`src/hdl/tpds_pkg.sv`:
```
// ---------------------------------------------------------------------------
// tpds_pkg
// Shared types and codes of the triangle pixel depth shader.
// ---------------------------------------------------------------------------
`default_nettype none

package tpds_pkg;

  localparam int unsigned IDX_W = 18;
  localparam logic [7:0] AREA_MIN_RST = 8'd1;

  typedef enum logic [1:0] {
    OP_VERTEX = 2'd0,
    OP_PIXEL  = 2'd1,
    OP_CLEAR  = 2'd2
  } op_e;

  typedef enum logic [2:0] {
    OC_WRITTEN    = 3'd0,
    OC_OUTSIDE    = 3'd1,
    OC_DEPTH_FAIL = 3'd2,
    OC_DEGENERATE = 3'd3,
    OC_VERTEX     = 3'd4,
    OC_CLEARED    = 3'd5
  } outc_e;

  typedef enum logic [1:0] {
    K_VERTEX,
    K_PIXEL,
    K_CLEAR,
    K_OUTSIDE
  } kind_e;

  typedef enum logic [1:0] {
    PH_Z,
    PH_U,
    PH_V
  } ph_e;

  typedef enum logic [3:0] {
    S_CLEAR,
    S_IDLE,
    S_DISP,
    S_EDGE,
    S_CLASS,
    S_MLOAD,
    S_MRUN,
    S_DSTART,
    S_DWAIT,
    S_OUT
  } st_e;

  typedef struct packed {
    logic [1:0]         op;
    logic [1:0]         vertex_slot;
    logic signed [15:0] pos_x;
    logic signed [15:0] pos_y;
    logic [31:0]        inv_depth;
    logic signed [23:0] tex_u;
    logic signed [23:0] tex_v;
    logic [8:0]         pixel_x;
    logic [8:0]         pixel_y;
  } in_word_t;

  typedef struct packed {
    logic [2:0]         outcome;
    logic [IDX_W-1:0]   pixel_index;
    logic signed [23:0] out_u;
    logic signed [23:0] out_v;
    logic [31:0]        out_inv_depth;
  } out_word_t;

  typedef struct packed {
    kind_e              kind;
    logic [1:0]         slot;
    logic signed [15:0] pos_x;
    logic signed [15:0] pos_y;
    logic [31:0]        inv_depth;
    logic signed [23:0] tex_u;
    logic signed [23:0] tex_v;
    logic [8:0]         pixel_x;
    logic [8:0]         pixel_y;
    logic [IDX_W-1:0]   pix_idx;
  } task_t;

  typedef struct packed {
    logic start;
    logic wide;
  } div_cmd_t;

endpackage

`default_nettype wire

```
`src/hdl/tpds_fifo.sv`:
```
// ---------------------------------------------------------------------------
// tpds_fifo
// Two-entry queue between the front and the back end.
// ---------------------------------------------------------------------------
`default_nettype none

module tpds_fifo import tpds_pkg::*; (
  input  wire logic  clk_i,
  input  wire logic  rst_ni,
  input  wire logic  push_i,
  input  wire task_t data_i,
  output logic       full_o,
  input  wire logic  pop_i,
  output logic       valid_o,
  output task_t      head_o
);

  localparam int unsigned DEPTH = 2;

  task_t      mem_q [DEPTH];
  logic [0:0] wp_q, rp_q;
  logic [1:0] cnt_q;

  assign full_o  = (cnt_q == 2'(DEPTH));
  assign valid_o = (cnt_q != 2'd0);
  assign head_o  = mem_q[rp_q];

  always_ff @(posedge clk_i or negedge rst_ni) begin
    if (!rst_ni) begin
      wp_q  <= '0;
      rp_q  <= '0;
      cnt_q <= '0;
    end else begin
      if (push_i) wp_q <= wp_q + 1'b1;
      if (pop_i)  rp_q <= rp_q + 1'b1;
      cnt_q <= cnt_q + 2'(push_i) - 2'(pop_i);
    end
  end

  always_ff @(posedge clk_i) begin
    if (push_i) mem_q[wp_q] <= data_i;
  end

endmodule

`default_nettype wire

```
`config.mk`:
```
export PLATFORM = sky130hd
export DESIGN_NAME = tpds_fifo
export DESIGN_NICKNAME = d
export VERILOG_FILES = /design/src/hdl/tpds_pkg.sv /design/src/hdl/tpds_fifo.sv
export SDC_FILE = /design/constraint.sdc
export NUM_CORES = 1
export LEC_CHECK = 0
export ABC_AREA = 1
export BUFFER_PORTS_ARGS = -buffer_cell sky130_fd_sc_hd__buf_2
export CAP_MARGIN = 15
export CORE_ASPECT_RATIO = 0.8
export CORE_MARGIN = 4
export CORE_UTILIZATION = 25
export DETAILED_ROUTE_END_ITERATION = 7
export GPL_ROUTABILITY_DRIVEN = 0
export PLACE_DENSITY = 0.46
export SETUP_SLACK_MARGIN = 0.1
export SLEW_MARGIN = 15
export SYNTH_ARGS = -nofsm -noshare
export SYNTH_HDL_FRONTEND = slang
export SYNTH_SLANG_ARGS = --single-unit
```
`constraint.sdc`:
```
create_clock -name clk_i -period 9.6 [get_ports clk_i]
set_input_delay 0.48 -clock clk_i [delete_from_list [all_inputs] [get_ports clk_i]]
set_output_delay 0.48 -clock clk_i [all_outputs]
set_load 0.05 [all_outputs]
```
==> key figures, run 1 <==
Outcome
  – Outcome: complete, no violations

Global route
  – First-pass GRT wire length: just under 40 mm
  – Vias in the first global route: between 6k and 7k
  – Largest net degree at the start of global routing: 153
  – Antenna violations before repair: 8
  – Tot GR Track Use: under 10%
  – Grt total ovfl: 0

Timing
  – Hold Slack: 164 ps
  – Setup TNS Final: 0 ps
  – Fmax: around 250 MHz
  – Clock skew: around 11 ps
  – Worst slew pin tran: approximately 950 ps
  – Final hold violations: 0
  – Clock period minus worst slack: about 4000 ps
  – Finish-stage setup viols: 0
  – Tcrit/Tclk final: between 40% and 50%
  – Slew HR: 36.8%
  – RSZ-0062 raised after global routing: false
  – Slew Limit Fails: 0

Route
  – Initial DRC count: 303
  – Vias per std cell: ~3.8
  – Post-Route WL: 26.1 mm
  – Drt drc: 0
  – DR WL/cell: 14.7 um
  – Detailed Routing Iterations Pass 1: 5
  – DRT antenna net count: 0
  – Via count: 6,827

Finish
  – Share of cells above drive strength 1: between 30% and 40%
  – Filler cells: 4,601
  – Nets@finish: 1,295
  – P&R area growth vs syn: 26.5%
  – Most common cell after layout, fill and taps aside: buf_2
  – Commonest non-fill, non-tap cells in the layout: 309 x buf_2, 304 x edfxtp_1, 159 x nand2_1, 158 x inv_1, 61 x o21ai_2

Critical path
  – Critical path type: flop to output port
  – Worst setup EP type: output port
  – Critical Path AT: about 3600 ps
  – Crit path from: rp_q
  – R2r setup slk: ~7000 ps
  – WP data required: a little over 9000 ps
  – RR Endpoint: mem_q[1][93]
  – Setup crit end: head_o[59]
  – R2R cell count: 3
  – R2r startpoint: wp_q
  – CP Launch Type: flop
  – Worst-path maximum fanout: 75

Synthesis
  – Compound-Gate Fraction of Synth Area: 8.40%
  – Synth Warn #: 0
  – Post-synthesis net count: ~980
  – Largest family of logic cells by synthesized area: compound AO/OA/AOI/OAI gates
  – Multiplexer area fraction after synthesis: 0%
  – Synth cell types: 15
  – Post-synthesis simple-gate area fraction: between 5 and 6%
  – Mapped cell area: ~0.012 mm2
  – Avg Cell Area, Syn: between 10 and 15 um2
  – Post-synthesis register bit count: around 310
  – Xor/xnor share of the synthesized area: less than 1%
  – Mapped Cells: between 800 and 900
  – Adder-Cell Fraction of Synth Area: less than 1%
  – Sequential cell area fraction in the yosys report: between 70% and 80%

Floorplan
  – Die width: 251 um
  – Die Footprint: roughly 0.05 mm2
  – Initial core utilization: about 26%
  – Cell Rows: 70
  – Core area: between 0.04 and 0.05 mm2
  – Die Y: 202 um
  – Number of I/O pins: slightly above 300

Clocking
  – Root buf cell: clkbuf_16
  – Worst-Skew Late Latency: around 500 ps
  – CTS Buf Count: 35
  – Post-CTS sizing: 0
  – CTS Buffer Depth: 3
  – Clk sinks: around 300
  – # Post-CTS Setup Buffers: 0
  – Clock transition at path regs: ~60 ps
  – Htree depth: 2
  – TritonCTS clock tree: yes

Power and ir drop
  – Switching Share: approximately 46%
  – Psw: between 2000 and 2500 uW
  – Logic pwr share: a little over two fifths
  – Total leakage power: 0.00620 uW
  – Power Dens Cells: ~360 mW/mm2
  – Maximum VDD drop: between 0.2 and 0.3 mV
  – Int Pwr: 2930 uW
  – Final Power: roughly 5400 uW
  – Clock share of power: about 22%
  – Sequential share of power: around a third

Placement
  – Port bufs: roughly 310
  – Hpwl dp: 17.4 mm

Hold path
  – Hold WC Path Type: primary input to flop
  – Hold Crit Depth: 1

Flow run
  – Max-cap violation count: 0
## worst max-delay path, cell delays in order, from the launching register on
cell	delay [ps]
dfrtp_4	840
buf_4	780
buf_4	780
nand2_1	140
o21ai_2	100
buf_2	280
## final cells by class
class,count,area [um2],share of cell area [%]
antenna,4,10.0,0.0672
tap,612,766,5.14
clock buffer,46,960,6.44
sequential,308,9230,61.9
clock inverter,16,78.8,0.529
timing repair buffer,315,1610,10.8
multi-input combinational,318,1650,11.1
inverter,159,602,4.04
## kinds of logic after synthesis
| group | after synthesis |
|---|---|
| flops | 308 |
| compound gates | 152 |
| fa+ha+maj | 2 |
| buf+inv | 193 |
| xor+xnor | 2 |
| simple gates | 162 |
## power by group through the flow
stage	logic, uW	registers (uW)	clock network, uW
final	2310	1880	1200
after global routing	2470	1910	1330
after CTS	2360	1890	1260
after detailed placement	2350	1920	0
after global placement	2340	1910	0
after floorplan	1910	1910	0
## metrics by stage
step	std cells	utilization (%)	setup WS [ps]	area, um2
finish	1778	32.3	5550	14900
global route	1774	32.3	5190	14900
CTS	1774	32.3	5460	14900
detailed placement	1711	30.0	6020	13800
global placement	1711	30.0	6100	13800
floorplan	819	-	2060	11800
## registers in the layout, indices dropped and copies added, names as in the netlist
register  count
cnt_q         2
rp_q          1
wp_q          1
mem_q       304
## cell usage after synthesis
library cell	n	share of area (%)
dfrtp_1	4	0.85
buf_4	9	0.57
inv_1	159	5.1
clkbuf_1	4	0.13
xor2_1	2	0.15
ha_1	2	0.21
o21ai_0	44	1.9
nand3_1	1	0.042
nand2_1	159	5.1
edfxtp_1	304	77
buf_6	20	1.9
o21ai_1	47	2.0
o21ai_2	61	4.5
buf_2	1	0.042
nor2_1	2	0.064
## worst min-delay path by stage
stage                 from            end  slack, ps
3_5_place_dp        rst_ni       cnt_q[0]        300
2_1_floorplan       rst_ni       cnt_q[0]        180
5_1_grt        data_i[131]  mem_q[1][131]        120
4_1_cts         data_i[30]   mem_q[1][30]        120
3_3_place_gp        rst_ni       cnt_q[0]        300
6_report       data_i[141]  mem_q[1][141]        160
## layer usage
layer	track usage [%]	vias to the layer above	wire length, um
li1	-	3428	-
met5	0	-	63
met3	4.59	51	2570
met4	2.46	12	497
met1	12.5	3131	11200
met2	15.4	205	11800
## what timing repair did
item / 4_1_cts / 5_1_grt
hold buffers: 1 / 0
endpoints found under the hold margin: 4 / 0
setup endpoints to repair: 0 / 0
No activity file was read; power rests on OpenSTA's default activity.
==> run 2: changes to the inputs <==
==> constraint.sdc (replaced) <==
create_clock -name clk_i -period 4 [get_ports clk_i]
set_input_delay 0.2 -clock clk_i [delete_from_list [all_inputs] [get_ports clk_i]]
set_output_delay 0.2 -clock clk_i [all_outputs]
set_load 0.05 [all_outputs]
==> run 2 against run 1 <==
  * Cell count grew 8.7%
  * Critical endpoint is now head_o[37]
  * Sequential share of layout area is 6.3 points lower
  * Clock power rose to 2.5 times the previous value
  * Non-clock buffer count up 160
  * Highest routed layer unchanged
==> key figures, run 2 (same netlist as run 1, synthesis figures left out) <==
Route
  – Post-Route WL: 26.9 mm
  – DR WL/cell: 13.9 um
  – DRT antenna net count: 0
  – Vias per std cell: 3.84
  – Via count: about 7.4k
  – Detailed Routing Iterations Pass 1: 4
  – Drt drc: 0
  – Initial DRC count: about 270

Clocking
  – Worst-Skew Late Latency: approximately 520 ps
  – CTS Buffer Depth: 3
  – Clock transition at path regs: about 60 ps
  – Root buf cell: clkbuf_16
  – Htree depth: 2
  – Clk sinks: a little over 300
  – TritonCTS clock tree: yes
  – CTS Buf Count: 35

Timing
  – Slew HR: 45.4%
  – Clock period minus worst slack: between 2000 and 2500 ps
  – Finish-stage setup viols: 0
  – RSZ-0062 raised after global routing: false
  – Worst slew pin tran: between 800 and 900 ps
  – Final hold violations: 0
  – Fmax: between 400 and 500 MHz
  – Setup TNS Final: 0 ps
  – Tcrit/Tclk final: around 62%
  – Clock skew: around 14 ps
  – Slew Limit Fails: 0
  – Hold Slack: slightly above 400 ps
  – Final worst slack: around 1500 ps

Floorplan
  – Initial core utilization: between 20% and 30%
  – Die Y: 202 um
  – Die Footprint: approximately 0.051 mm2
  – Die width: roughly 250 um
  – Cell Rows: 70
  – Number of I/O pins: 310
  – Core area: ~0.046 mm2

Finish
  – Register Area: 0.00923 mm2
  – Nets@finish: 1,455
  – Multi-input logic area: roughly 0.0016 mm2
  – Commonest non-fill, non-tap cells in the layout: 309 x buf_2, 304 x edfxtp_1, 159 x nand2_1, 158 x inv_1, 156 x dlygate4sd3_1
  – Antenna Cells: 0
  – Filler cells: 4,553
  – Largest registers: mem_q (304), cnt_q (2)
  – Most common cell after layout, fill and taps aside: buf_2
  – Post-route core utilization: roughly 36%
  – Largest register by flop count: mem_q
  – P&R area growth vs syn: 40.8%
  – Share of cells above drive strength 1: approximately 33%
  – Largest register FFs: around 300

Placement
  – Post-Place Setup Slack: about 2000 ps
  – Hpwl dp: between 15 and 20 mm
  – Port bufs: 309

Critical path
  – Worst setup EP type: output port
  – Crit-path max cell delay: 750 ps
  – Worst path bufs/invs: 2
  – Dominant delay contributor by cell family on the critical path: flip-flops
  – Slowest stage cell, crit path: dfrtp_4
  – R2R cell count: 3
  – RR Endpoint: mem_q[1][113]
  – Critical path type: flop to output port
  – CP Cell Sequence: buf_12, nand2_1, o21ai_1, buf_2
  – R2r startpoint: wp_q
  – CP Launch Type: flop
  – R2r setup slk: ~2100 ps
  – WP data required: roughly 3800 ps
  – Worst-path maximum fanout: 90
  – Critical Path AT: 2290 ps

Global route
  – Grt total ovfl: 0
  – First-pass GRT wire length: approximately 42 mm
  – Largest net degree at the start of global routing: 91
  – Antenna violations before repair: 1
  – Vias in the first global route: between 7k and 8k
  – Tot GR Track Use: 10.4%

Power and ir drop
  – Total leakage power: approximately 0.007 uW
  – Power Dens Cells: about 800 mW/mm2
  – Int Pwr: around 7300 uW
  – Logic pwr share: a little over two fifths
  – Clock share of power: between 20% and 30%
  – Maximum VDD drop: between 0.4 and 0.5 mV
  – Sequential share of power: between 30% and 40%
  – Switching Share: 44.9%
  – Psw: 5970 uW

Flow run
  – Max-cap violation count: 0

Hold path
  – Hold Startpoint: data_i[91]
  – Hold path endpoint: mem_q[1][91]
  – Hold WC Path Type: primary input to flop
  – Hold Crit Depth: 2

Outcome
  – Outcome: complete, no violations
==> run 2: worst reg2reg max path, cell delays in order, from the launching register on <==
cell     delay (ps)
dfrtp_1         420
nand2_1         140
inv_6           570
buf_4           460
==> run 2: timing repair <==
| item | in CTS | in global routing |
|---|---|---|
| buffers inserted | 0 | 0 |
| hold buffers | 156 | 0 |
| endpoints found under the hold margin | 311 | 0 |
| endpoints found under the setup margin | 0 | 0 |
| gates resized for setup | 0 | 0 |
==> run 2: layer usage <==
layer	up-vias	GRT usage (%)	wire length (um)	part of all wire, %
li1	3744	-	-	-
met1	3439	13.0	11500	43
met2	189	16.9	12600	47
met3	45	3.86	2210	8.2
met4	2	3.29	597	2.2
met5	-	0	7	0.026
==> run 2: worst max-delay path by stage <==
stage / to / depth (start not counted) / startpoint
floorplan: mem_q[1][0] / 2 / wp_q
global placement: mem_q[1][8] / 3 / wp_q
detailed placement: head_o[61] / 4 / rp_q
CTS: head_o[37] / 4 / rp_q
global route: head_o[61] / 4 / rp_q
finish: head_o[37] / 4 / rp_q
==> run 2: power groups by stage <==
stage                     Sequential (uW)  Combinational, uW  Clock, uW
after floorplan                      4520               4580          0
after global routing                 4550               6170       3280
final                                4490               5780       3010
after CTS                            4500               5900       3150
after detailed placement             4570               5770          0
after global placement               4550               5760          0
==> run 2: final cells by class <==
| type | count | share of cell area, % |
|---|---|---|
| sequential | 308 | 55.7 |
| timing repair buffer | 475 | 19.6 |
| tap | 612 | 4.62 |
| multi-input combinational | 318 | 9.94 |
| clock buffer | 46 | 5.79 |
| inverter | 159 | 3.63 |
| clock inverter | 14 | 0.717 |
==> run 2: metrics by stage <==
step           instances  power [uW]  cell area [um2]
2_1_floorplan        819        9100            11800
3_3_place_gp        1716       10300            13900
3_5_place_dp        1716       10300            13900
4_1_cts             1932       13600            16600
5_1_grt             1932       14000            16600
6_report            1932       13300            16600
==> run 3: changes to the inputs <==
--- a/config.mk
+++ b/config.mk
@@ -13,7 +13,7 @@
 export CORE_UTILIZATION = 25
 export DETAILED_ROUTE_END_ITERATION = 7
 export GPL_ROUTABILITY_DRIVEN = 0
-export PLACE_DENSITY = 0.46
+export PLACE_DENSITY = 0.47
 export SETUP_SLACK_MARGIN = 0.1
 export SLEW_MARGIN = 15
 export SYNTH_ARGS = -nofsm -noshare
==> constraint.sdc (replaced) <==
create_clock -name clk_i -period 2 [get_ports clk_i]
set_input_delay 0.1 -clock clk_i [delete_from_list [all_inputs] [get_ports clk_i]]
set_output_delay 0.1 -clock clk_i [all_outputs]
set_load 0.05 [all_outputs]
==> run 3 against run 2 <==
  * Via count increased by 6.5%
  * Critical path depth increased by 1
  * Clock power increased by 100%
  * Register-to-register slack got worse by 1600 ps
  * Sequential power increased by 98%
  * Die area unchanged
  * Critical endpoint is now head_o[19]
  * Highest routed layer is now met4
==> key figures, run 3 (same netlist as run 1, synthesis figures left out) <==
Timing
  – Slew HR: 63.5%
  – Slew Limit Fails: 0
  – Clock skew: roughly 13 ps
  – Clock period minus worst slack: just under 2000 ps
  – Final hold violations: 0
  – Worst slew pin tran: between 500 and 600 ps
  – Fmax: slightly above 500 MHz
  – Tcrit/Tclk final: 99.3%
  – Finish-stage setup viols: 0
  – Hold Slack: 297 ps
  – RSZ-0062 raised after global routing: true

Critical path
  – WP data required: approximately 1900 ps
  – Critical Path AT: ~1900 ps
  – Crit path from: rp_q
  – R2r setup slk: a little over 500 ps
  – CP Launch Type: flop
  – Critical path type: flop to output port
  – Worst setup EP type: output port
  – Worst-path maximum fanout: 7
  – R2r startpoint: wp_q
  – R2R cell count: 3
  – RR Endpoint: mem_q[1][44]
  – Setup crit end: head_o[19]

Finish
  – Most common cell after layout, fill and taps aside: edfxtp_1
  – Commonest non-fill, non-tap cells in the layout: 304 x edfxtp_1, 158 x inv_1, 157 x buf_2, 156 x dlygate4sd3_1, 134 x buf_6
  – Largest registers: mem_q (304), cnt_q (2)
  – Post-route core utilization: 41.7%
  – P&R area growth vs syn: 63.4%
  – Largest register by flop count: mem_q
  – Design area: 0.0192 mm2
  – Nets@finish: ~1.5k
  – Filler cells: between 4k and 5k
  – Share of cells above drive strength 1: a little over two fifths
  – Largest register FFs: about 300

Global route
  – Grt total ovfl: 0
  – Antenna violations before repair: 1
  – Vias in the first global route: between 8k and 9k
  – Largest net degree at the start of global routing: 78
  – Tot GR Track Use: 11.4%
  – First-pass GRT wire length: between 40 and 50 mm

Outcome
  – Outcome: complete, no violations

Route
  – Initial DRC count: just over 300
  – Via count: 7,902
  – Vias per std cell: between 4 and 5
  – Drt drc: 0
  – Post-Route WL: ~31 mm
  – Detailed Routing Iterations Pass 1: 4
  – DRT antenna net count: 0
  – DR WL/cell: approximately 16 um

Clocking
  – Clk sinks: between 300 and 400
  – Root buf cell: clkbuf_16
  – TritonCTS clock tree: yes
  – Htree depth: 2
  – Worst-Skew Late Latency: 520 ps
  – CTS Buf Count: 34
  – CTS Buffer Depth: 3
  – Clock transition at path regs: approximately 60 ps

Power and ir drop
  – Maximum VDD drop: around 1.2 mV
  – Total leakage power: ~0.008 uW
  – Power Dens Cells: around 1700 mW/mm2

Hold path
  – Hold WC Path Type: primary input to flop

Placement
  – Dpl cell area: between 0.01 and 0.015 mm2
  – Port bufs: between 300 and 400
  – Hpwl dp: 18.4 mm

Floorplan
  – Die Footprint: 0.0507 mm2
  – Core area: between 0.04 and 0.05 mm2
  – Die Y: between 200 and 250 um
  – Cell Rows: 70
  – Number of I/O pins: 310
  – Die width: 251 um
  – Initial core utilization: 25.5%

Flow run
  – Max-cap violation count: 0
run 3: how the worst min path moves through the flow:
stage	from	endpoint	slack [ps]	cells after the start
after floorplan	rst_ni	cnt_q[0]	-200	0
after global placement	rst_ni	cnt_q[0]	-80	1
after detailed placement	rst_ni	cnt_q[0]	-80	1
after CTS	data_i[36]	mem_q[1][36]	250	2
final	data_i[93]	mem_q[0][93]	300	2
after global routing	data_i[118]	mem_q[0][118]	280	2
run 3: final cells by class:
type	instances	area (um2)	share of cell area [%]
sequential	308	9230	48.0
timing repair buffer	511	4930	25.6
multi-input combinational	318	2660	13.8
clock buffer	45	956	4.97
tap	612	766	3.98
inverter	159	601	3.12
clock inverter	10	98.8	0.514
antenna	1	2.50	0.0130
run 3: power breakdown:
part / internal, uW / switching (uW)
combinational: 6400 / 11300
sequential: 8570 / 309
clock: 3600 / 2430
run 3: metrics by stage:
step           setup slack [ps]  power (uW)  instances  setup TNS, ps
3_5_place_dp                390       21000       1732              0
6_report                   14.9       32700       1964              0
4_1_cts                   -57.0       30200       1952          -1610
5_1_grt                   -46.9       34100       1964          -2730
3_3_place_gp                402       21000       1732              0
2_1_floorplan             -1140       18200        819        -339980
run 3: timing repair:
item	in CTS	in global routing
pin swaps	0	41
endpoints found under the hold margin	311	0
cloned	3	9
setup endpoints to repair	149	151
resized for setup	339	275
hold buffers	156	0
setup buffers	6	2
run 3: critical path, stage by stage (launching register included):
cell,delay (ps)
dfrtp_4,500
buf_12,160
buf_16,160
clkbuf_16,190
o21ai_4,180
buf_8,160
run 3: per-layer routing:
layer  wire length (um)  share of wire [%]  GRT usage, %
met2              14800                 47          18.3
met4                577                1.8          3.39
met5                  0                  0             0
met1              13400                 43          14.5
met3               2530                8.1          4.22
